## config.mk

```make
export PLATFORM = sky130hd
export DESIGN_NAME = shortest_counter_task_scheduler_flat
export DESIGN_NICKNAME = d
export VERILOG_FILES = /design/src/rtl/sts_pkg.sv /design/src/rtl/sts_ifs.sv /design/src/rtl/shortest_counter_task_scheduler.sv /design/src/flat_wrapper.sv
export SDC_FILE = /design/constraint.sdc
export NUM_CORES = 1
export LEC_CHECK = 0
export BUFFER_PORTS_ARGS = -buffer_cell sky130_fd_sc_hd__buf_2
export CORE_ASPECT_RATIO = 1.1
export CORE_UTILIZATION = 45
export CTS_BUF_LIST = sky130_fd_sc_hd__clkbuf_2 sky130_fd_sc_hd__clkbuf_4 sky130_fd_sc_hd__clkbuf_8
export CTS_CLUSTER_DIAMETER = 30
export CTS_CLUSTER_SIZE = 8
export DETAILED_ROUTE_END_ITERATION = 10
export PLACE_DENSITY = 0.65
export SYNTH_ARGS = -nofsm -noshare
export SYNTH_HDL_FRONTEND = slang
export SYNTH_SLANG_ARGS = --single-unit
```

## constraint.sdc

```tcl
create_clock -name i_clk -period 5.2 [get_ports i_clk]
set_input_delay 0.26 -clock i_clk [delete_from_list [all_inputs] [get_ports i_clk]]
set_output_delay 0.26 -clock i_clk [all_outputs]
set_load 0.05 [all_outputs]
```

## src/rtl/sts_pkg.sv

```systemverilog
// Package: constants, types and sequencer states of the shortest-counter task scheduler.
`default_nettype none
package sts_pkg;

    localparam int COUNTER_BITS = 16;
    localparam int NUM_TASKS    = 5;
    localparam int LAST_TASK    = 4;
    localparam int ID_W         = $clog2(NUM_TASKS);
    localparam int CNT_W        = COUNTER_BITS + 1;
    localparam int REFILL_W     = 16;
    localparam int REMAIN_W     = 17;
    localparam int RUN_W        = 3;
    localparam int REFILL_KEEP  = (COUNTER_BITS < REFILL_W) ? COUNTER_BITS : REFILL_W;

    typedef logic signed [CNT_W-1:0]    t_cnt;
    typedef logic [ID_W-1:0]            t_id;
    typedef logic [REFILL_W-1:0]        t_refill;
    typedef logic signed [REMAIN_W-1:0] t_remain;
    typedef logic [RUN_W-1:0]           t_run;

    localparam t_id IDLE_TASK  = t_id'(0);
    localparam t_id FIRST_SCAN = t_id'(LAST_TASK);
    localparam t_id LAST_SCAN  = t_id'(1);

    typedef enum logic [2:0] {
        ST_IDLE,
        ST_DEC,
        ST_SCAN,
        ST_REFILL,
        ST_DONE
    } t_state;

endpackage
`default_nettype wire

```

## src/rtl/sts_ifs.sv

```systemverilog
// Interfaces: tick input channel and scheduling result channel.
`default_nettype none
interface sts_in_if;
    logic             valid;
    logic             ready;
    sts_pkg::t_refill refill_task1;
    sts_pkg::t_refill refill_task2;
    sts_pkg::t_refill refill_task3;
    sts_pkg::t_refill refill_task4;

    modport source (output valid, output refill_task1, output refill_task2,
                    output refill_task3, output refill_task4, input ready);
    modport sink   (input valid, input refill_task1, input refill_task2,
                    input refill_task3, input refill_task4, output ready);
endinterface

interface sts_out_if;
    logic             valid;
    logic             ready;
    sts_pkg::t_run    running_task;
    logic             switched;
    logic             refilled;
    sts_pkg::t_remain remaining;

    modport source (output valid, output running_task, output switched,
                    output refilled, output remaining, input ready);
    modport sink   (input valid, input running_task, input switched,
                    input refilled, input remaining, output ready);
endinterface
`default_nettype wire

```

## src/rtl/shortest_counter_task_scheduler.sv

```systemverilog
// Top level: shortest-counter task scheduler, one timer tick per input transaction.
// Each tick decrements the running task's slice counter; when it reaches zero or below, a
// single shared compare unit scans tasks 4 down to 1, one counter per cycle, for the smallest
// positive counter (ties go to the higher id). If none qualifies, tasks 1 to 4 are reloaded
// from the tick's refill fields, the idle task's counter is cleared and the scan runs again.
// A tick that keeps the running task goes from the decrement step straight to the done step;
// one that switches tasks first runs the four-step scan through the counter file, and one
// that also reloads runs that scan again after the reload. The result sits in an output
// register, so the next tick may be accepted while it waits to be taken.
`default_nettype none
module shortest_counter_task_scheduler (
    input  wire          i_clk,
    input  wire          i_rst_n,
    sts_in_if.sink       i_in,
    sts_out_if.source    o_out
);

    sts_pkg::t_state  r_state, n_state;
    sts_pkg::t_cnt    r_cnt [sts_pkg::NUM_TASKS];
    sts_pkg::t_cnt    n_cnt [sts_pkg::NUM_TASKS];
    sts_pkg::t_id     r_run, n_run;
    sts_pkg::t_id     r_idx, n_idx;
    sts_pkg::t_id     r_best, n_best;
    sts_pkg::t_cnt    r_best_val, n_best_val;
    logic             r_refilled, n_refilled;
    sts_pkg::t_refill r_refill [sts_pkg::LAST_TASK];

    logic             r_out_valid, n_out_valid;
    sts_pkg::t_run    r_out_task, n_out_task;
    logic             r_out_sw, n_out_sw;
    logic             r_out_rf, n_out_rf;
    sts_pkg::t_remain r_out_rem, n_out_rem;

    sts_pkg::t_id     rd_idx;
    sts_pkg::t_cnt    rd_val;
    sts_pkg::t_cnt    dec_val;
    logic             take;
    logic             in_fire;
    logic             out_free;

    assign in_fire  = i_in.valid && i_in.ready;
    assign out_free = !r_out_valid || o_out.ready;

    assign i_in.ready         = (r_state == sts_pkg::ST_IDLE);
    assign o_out.valid        = r_out_valid;
    assign o_out.running_task = r_out_task;
    assign o_out.switched     = r_out_sw;
    assign o_out.refilled     = r_out_rf;
    assign o_out.remaining    = r_out_rem;

    // single read port into the counter file
    always_comb begin
        unique case (r_state)
            sts_pkg::ST_DEC:  rd_idx = r_run;
            sts_pkg::ST_SCAN: rd_idx = r_idx;
            default:          rd_idx = r_best;
        endcase
    end
    assign rd_val  = r_cnt[rd_idx];
    assign dec_val = rd_val - sts_pkg::t_cnt'(1);
    // shared compare: positive and strictly below the best so far keeps the higher id on ties
    assign take    = (rd_val > 0) && ((r_best == sts_pkg::IDLE_TASK) || (rd_val < r_best_val));

    always_ff @(posedge i_clk) begin
        if (!i_rst_n) begin
            r_state     <= sts_pkg::ST_IDLE;
            r_run       <= sts_pkg::IDLE_TASK;
            r_out_valid <= 1'b0;
            for (int i = 0; i < sts_pkg::NUM_TASKS; i++) begin
                r_cnt[i] <= sts_pkg::t_cnt'(i);
            end
        end else begin
            r_state     <= n_state;
            r_run       <= n_run;
            r_out_valid <= n_out_valid;
            r_cnt       <= n_cnt;
        end
    end

    always_ff @(posedge i_clk) begin
        r_idx      <= n_idx;
        r_best     <= n_best;
        r_best_val <= n_best_val;
        r_refilled <= n_refilled;
        r_out_task <= n_out_task;
        r_out_sw   <= n_out_sw;
        r_out_rf   <= n_out_rf;
        r_out_rem  <= n_out_rem;
        if (in_fire) begin
            r_refill[0] <= i_in.refill_task1;
            r_refill[1] <= i_in.refill_task2;
            r_refill[2] <= i_in.refill_task3;
            r_refill[3] <= i_in.refill_task4;
        end
    end

    always_comb begin
        n_state     = r_state;
        n_cnt       = r_cnt;
        n_run       = r_run;
        n_idx       = r_idx;
        n_best      = r_best;
        n_best_val  = r_best_val;
        n_refilled  = r_refilled;
        n_out_valid = r_out_valid && !o_out.ready;
        n_out_task  = r_out_task;
        n_out_sw    = r_out_sw;
        n_out_rf    = r_out_rf;
        n_out_rem   = r_out_rem;

        unique case (r_state)
            sts_pkg::ST_IDLE: begin
                if (in_fire) begin
                    n_refilled = 1'b0;
                    n_state    = sts_pkg::ST_DEC;
                end
            end
            sts_pkg::ST_DEC: begin
                n_cnt[r_run] = dec_val;
                if (dec_val > 0) begin
                    n_best  = r_run;
                    n_state = sts_pkg::ST_DONE;
                end else begin
                    n_best  = sts_pkg::IDLE_TASK;
                    n_idx   = sts_pkg::FIRST_SCAN;
                    n_state = sts_pkg::ST_SCAN;
                end
            end
            sts_pkg::ST_SCAN: begin
                if (take) begin
                    n_best     = r_idx;
                    n_best_val = rd_val;
                end
                n_idx = r_idx - sts_pkg::t_id'(1);
                if (r_idx == sts_pkg::LAST_SCAN) begin
                    // nothing found after a reload leaves the idle task running
                    if (take || (r_best != sts_pkg::IDLE_TASK) || r_refilled) begin
                        n_state = sts_pkg::ST_DONE;
                    end else begin
                        n_state = sts_pkg::ST_REFILL;
                    end
                end
            end
            sts_pkg::ST_REFILL: begin
                n_cnt[0] = '0;
                for (int i = 1; i <= sts_pkg::LAST_TASK; i++) begin
                    n_cnt[i] = sts_pkg::t_cnt'(r_refill[i-1][sts_pkg::REFILL_KEEP-1:0]);
                end
                n_refilled = 1'b1;
                n_best     = sts_pkg::IDLE_TASK;
                n_idx      = sts_pkg::FIRST_SCAN;
                n_state    = sts_pkg::ST_SCAN;
            end
            sts_pkg::ST_DONE: begin
                if (out_free) begin
                    n_out_valid = 1'b1;
                    n_out_task  = sts_pkg::t_run'(r_best);
                    n_out_sw    = (r_best != r_run);
                    n_out_rf    = r_refilled;
                    n_out_rem   = sts_pkg::t_remain'(rd_val);
                    n_run       = r_best;
                    n_state     = sts_pkg::ST_IDLE;
                end
            end
            default: n_state = sts_pkg::ST_IDLE;
        endcase
    end

    a_run_in_range: assert property (@(posedge i_clk) disable iff (!i_rst_n)
        r_run <= sts_pkg::FIRST_SCAN)
        else $error("running id out of range");

    a_pick_positive: assert property (@(posedge i_clk) disable iff (!i_rst_n)
        (r_state == sts_pkg::ST_DONE) && (r_best != sts_pkg::IDLE_TASK) |-> (rd_val > 0))
        else $error("picked task without a positive counter");

    a_idle_floor: assert property (@(posedge i_clk) disable iff (!i_rst_n)
        r_cnt[0] >= -1)
        else $error("idle counter below minus one");

    a_scan_index: assert property (@(posedge i_clk) disable iff (!i_rst_n)
        (r_state == sts_pkg::ST_SCAN) |-> (r_idx >= sts_pkg::LAST_SCAN)
                                          && (r_idx <= sts_pkg::FIRST_SCAN))
        else $error("scan index out of range");

    a_accept_starts: assert property (@(posedge i_clk) disable iff (!i_rst_n)
        in_fire |=> (r_state == sts_pkg::ST_DEC))
        else $error("accepted tick did not start the decrement step");

endmodule
`default_nettype wire

```

## src/flat_wrapper.sv

```systemverilog
// flat-port wrapper written by rule: the top's interface ports become plain ports
module shortest_counter_task_scheduler_flat 
  (i_clk, i_rst_n, i_in_valid, i_in_refill_task1, i_in_refill_task2, i_in_refill_task3, i_in_refill_task4, i_in_ready, o_out_valid, o_out_running_task, o_out_switched, o_out_refilled, o_out_remaining, o_out_ready);
  sts_in_if i_in_i ();
  sts_out_if o_out_i ();
  input  wire i_clk;
  input  wire i_rst_n;
  input wire logic [$bits(i_in_i.valid)-1:0] i_in_valid;
  input wire logic [$bits(i_in_i.refill_task1)-1:0] i_in_refill_task1;
  input wire logic [$bits(i_in_i.refill_task2)-1:0] i_in_refill_task2;
  input wire logic [$bits(i_in_i.refill_task3)-1:0] i_in_refill_task3;
  input wire logic [$bits(i_in_i.refill_task4)-1:0] i_in_refill_task4;
  output wire logic [$bits(i_in_i.ready)-1:0] i_in_ready;
  output wire logic [$bits(o_out_i.valid)-1:0] o_out_valid;
  output wire logic [$bits(o_out_i.running_task)-1:0] o_out_running_task;
  output wire logic [$bits(o_out_i.switched)-1:0] o_out_switched;
  output wire logic [$bits(o_out_i.refilled)-1:0] o_out_refilled;
  output wire logic [$bits(o_out_i.remaining)-1:0] o_out_remaining;
  input wire logic [$bits(o_out_i.ready)-1:0] o_out_ready;
  assign i_in_i.valid = i_in_valid;
  assign i_in_i.refill_task1 = i_in_refill_task1;
  assign i_in_i.refill_task2 = i_in_refill_task2;
  assign i_in_i.refill_task3 = i_in_refill_task3;
  assign i_in_i.refill_task4 = i_in_refill_task4;
  assign i_in_ready = i_in_i.ready;
  assign o_out_valid = o_out_i.valid;
  assign o_out_running_task = o_out_i.running_task;
  assign o_out_switched = o_out_i.switched;
  assign o_out_refilled = o_out_i.refilled;
  assign o_out_remaining = o_out_i.remaining;
  assign o_out_i.ready = o_out_ready;
  shortest_counter_task_scheduler u_core (.i_clk(i_clk), .i_rst_n(i_rst_n), .i_in(i_in_i), .o_out(o_out_i));
endmodule
```

==> results.md <==
- Pre-CTS WS: 0.529 ns
- # clock sinks: between 200 and 250
- Residual DRC: 0
- Remaining antenna violation count: 0
- Filler instances: 1,800
- Routed vias: 8,350
- Critical Path Max Stage Delay: 0.53 ns
- Async S/R FF share, synth: 0%
- Nets: ~1,200
- Layout cells sized above 1: roughly a fifth
- Reg2reg end: u_core.r_best_val[7]
- Crit path cell chain: nor3b_1 > o21a_1 > nor2_1 > buf_4 > a211oi_1 > nor2_1 > a22o_1 > ha_1 > a21o_1 > a21o_1 > a21oi_1 > nor2b_1 > o31ai_1 > a21oi_1 > a21o_1 > a211oi_2 > buf_4
- Vias per inst: 5.73
- Slowest-stage cell, CP: o21a_1
- Most used cell, CP: a21o_1
- Full die area: around 22,000 sq um
- Primary FF master, synth: edfxtp_1
- Clock transition at path regs: 0.06 ns
- Initial Utilization: 46.5%
- Post-route setup slack: around 0.45 ns
- Worst Setup Start Kind: register
- Final hold slack: 0.0321 ns
- Setup Skew: 0.0202 ns
- Crit path buf inv count: 2
- Fmax: 0.211 GHz
- Synth Cell Area: 9690 sq um
- Number of global-route vias before repair: 8,075
- Unique masters post-synth: 88
- Number of top-level pins: 92
- Post-synth EDFFs: 110
- DRT iter0 DRCs: 632
- Critical Path AT: ~5.0 ns
- Number of max-cap violations: 0
- Hold depth: 3
- Critical Path Start: u_core.r_state[2]
- Kind of cell adding the most delay to the critical path: compound AO/OA/AOI/OAI gates
- Leading post-synthesis cells by cell area: edfxtp_1 34%, dfxtp_1 19%, a21oi_1 4.1%
- CTS H-tree lvls: 2
- Most frequent cells in the layout: 110 x edfxtp_1, 91 x buf_2, 91 x dfxtp_1, 81 x nand2_1, 80 x a21oi_1
- Worst slew pin tran: ~1.1 ns
- Synth Register Bits: 202
- Drt first pass iters: 5
- Crit end category: register
- Leak: 0.00472 uW
- Power Dens Cells: 705 nW/um^2
- IO Port Bufs: 91
- CP Class: reg -> reg
- Mapped Avg Cell Area: 10.2 sq um
- Worst Path Required: 5.42 ns
- Slew headroom: 25.9%
- ANT cells: 0
- R2r setup slk: around 0.45 ns
- # rows: 55
- Max Fanout on Critical Path: 17
- Pin count of the biggest net entering global routing: 93
- Leading area contributor after synthesis: edfxtp_1
- Final setup violation count: 0
- Sequential element share of the synthesized area: 53.1%
- Die X: 142 microns
- Die Y: 156 microns
- Setup_tns: 0 ns
- Synthesized instance count: 950
- Peak supply drop: around 0.35 mV
- Cts repair resizes: 0
- Final core occ: about three fifths
- Root buf cell: clkbuf_8
- Synthesis-to-finish area growth: 26.0%
- Sink of the worst hold path: u_core.o_out.valid
- CTS tree: done
- Initial antenna violation count: 0
- Synth Warn #: 0
- Top-area cell type share of the netlist area: 34.1%
- RSZ-0062 raised after global routing: false
- GRT Util Overall: 27.5%
- CTS Buf Count: 43
- Remaining Overflow, GRT: 0
- Commonest non-fill, non-tap cell in the layout: edfxtp_1
- Period minus WS final: 4.75 ns
- Tcrit/Tclk final: approximately nine tenths
- WL/cell: 20.3 microns
- RR Startpoint: u_core.r_state[2]
- Final hold vios: 0
- # Post-CTS Setup Buffers: 0
- Clock latency on the worst-skew pair: 0.54 ns
- Core area: between 20,000 and 25,000 sq um
- Post-detail-place hpwl: around 21 mm
- Hold Crit Start: o_out_ready
- R2r worst-path depth: 17
- Wire length of the first global-routing pass: around 46 mm
- Clock Path Buffers: 3
- Total Power: 8610 uW
- Post-Syn Nets: 1,039
- Status: finished clean
- Worst hold-check path type: in -> reg
- WL final: slightly below 30 mm
- Pins over their slew limit: 0
- GP Congestion: roughly 1.0
-- sequential cells by signal, indices dropped and copies added, names as in the netlist --
| name | count |
|---|---|
| u_core.r_refill | 64 |
| u_core.r_state | 3 |
| u_core.o_out.switched | 1 |
| u_core.o_out.remaining | 17 |
| u_core.r_best_val | 17 |
| u_core.r_idx | 3 |
| u_core.r_refilled | 1 |
| u_core.r_cnt | 85 |
| u_core.o_out.running_task | 3 |
| u_core.r_best | 3 |
| u_core.o_out.refilled | 1 |
| u_core.r_run | 3 |
| u_core.o_out.valid | 1 |
-- kinds of logic (layout without fill, tap and decap cells) --
group                      count (synthesis)  count (layout)  share of synthesized area [%]
AOI/OAI and AO/OA                        324             324                           21.6
xor gates and xnor gates                  20              20                           2.04
adders and majority gates                 21              21                           2.71
buffers and inverters                     97             320                           4.07
DFF                                      202             202                           53.1
muxes                                     21              21                           2.27
and+or+nand+nor                          265             265                           14.2
-- power by group --
group / leakage [uW] / internal, uW / switching, uW
clock: 0.000460 / 1080 / 737
combinational: 0.00248 / 1520 / 2970
sequential: 0.00178 / 2120 / 179
total: 0.00472 / 4720 / 3880
-- metrics by stage --
step           instances  cell area [sq um]
6_report            1458              12200
3_3_place_gp        1315              10600
2_1_floorplan        950               9700
3_5_place_dp        1315              10600
4_1_cts             1458              12200
5_1_grt             1458              12200
-- worst max path at each step --
| stage | endpoint | depth (start not counted) |
|---|---|---|
| 3_3_place_gp | u_core.r_best_val[3] | 17 |
| 5_1_grt | u_core.r_best_val[7] | 20 |
| 3_5_place_dp | u_core.r_best_val[5] | 17 |
| 6_report | u_core.r_best_val[7] | 17 |
| 2_1_floorplan | u_core.r_best[0] | 20 |
| 4_1_cts | u_core.r_best_val[7] | 17 |
-- area by class of cell --
cell class	count	area [sq um]	area share [%]
clock inverters	22	214	1.75
clock buffers	57	734	6.01
flip-flops and latches	202	5150	42.1
well taps	285	357	2.92
multi-input cells	651	4170	34.1
repair buffers	202	1450	11.9
inverters	39	146	1.20
-- Yosys cell counts, types with 7 or more instances --
library cell	count
edfxtp_1	110
a21boi_0	8
clkbuf_1	41
inv_1	38
nor3_1	18
o21ai_0	76
nor2_1	47
and2_1	10
o21ai_1	12
a21o_1	7
nor2b_1	15
o21a_1	7
xnor2_1	14
a31oi_1	8
ha_1	21
mux2i_1	16
nand3_1	40
a22oi_1	15
nand2_1	81
o221ai_1	10
a21oi_1	80
o211ai_1	9
dfxtp_1	92
buf_2	9
a211oi_1	15
o22ai_1	27
-- metal layers --
layer	vias to the layer above	global-route usage (%)	wire, microns
li1	3960	-	-
met1	4027	36.0	13000
met2	308	45.9	14200
met3	55	4.30	1620
met4	0	9.93	855
met5	-	0	0
-- what timing repair did --
action,in CTS,in global routing
setup endpoints to repair,0,0
endpoints found under the hold margin,64,0
hold buffers,64,0
-- worst min-delay path: stages --
cell,delay (ns)
buf_2,0.08
nand2b_1,0.11
a21boi_0,0.07
Power figures use the tool's default switching activity.
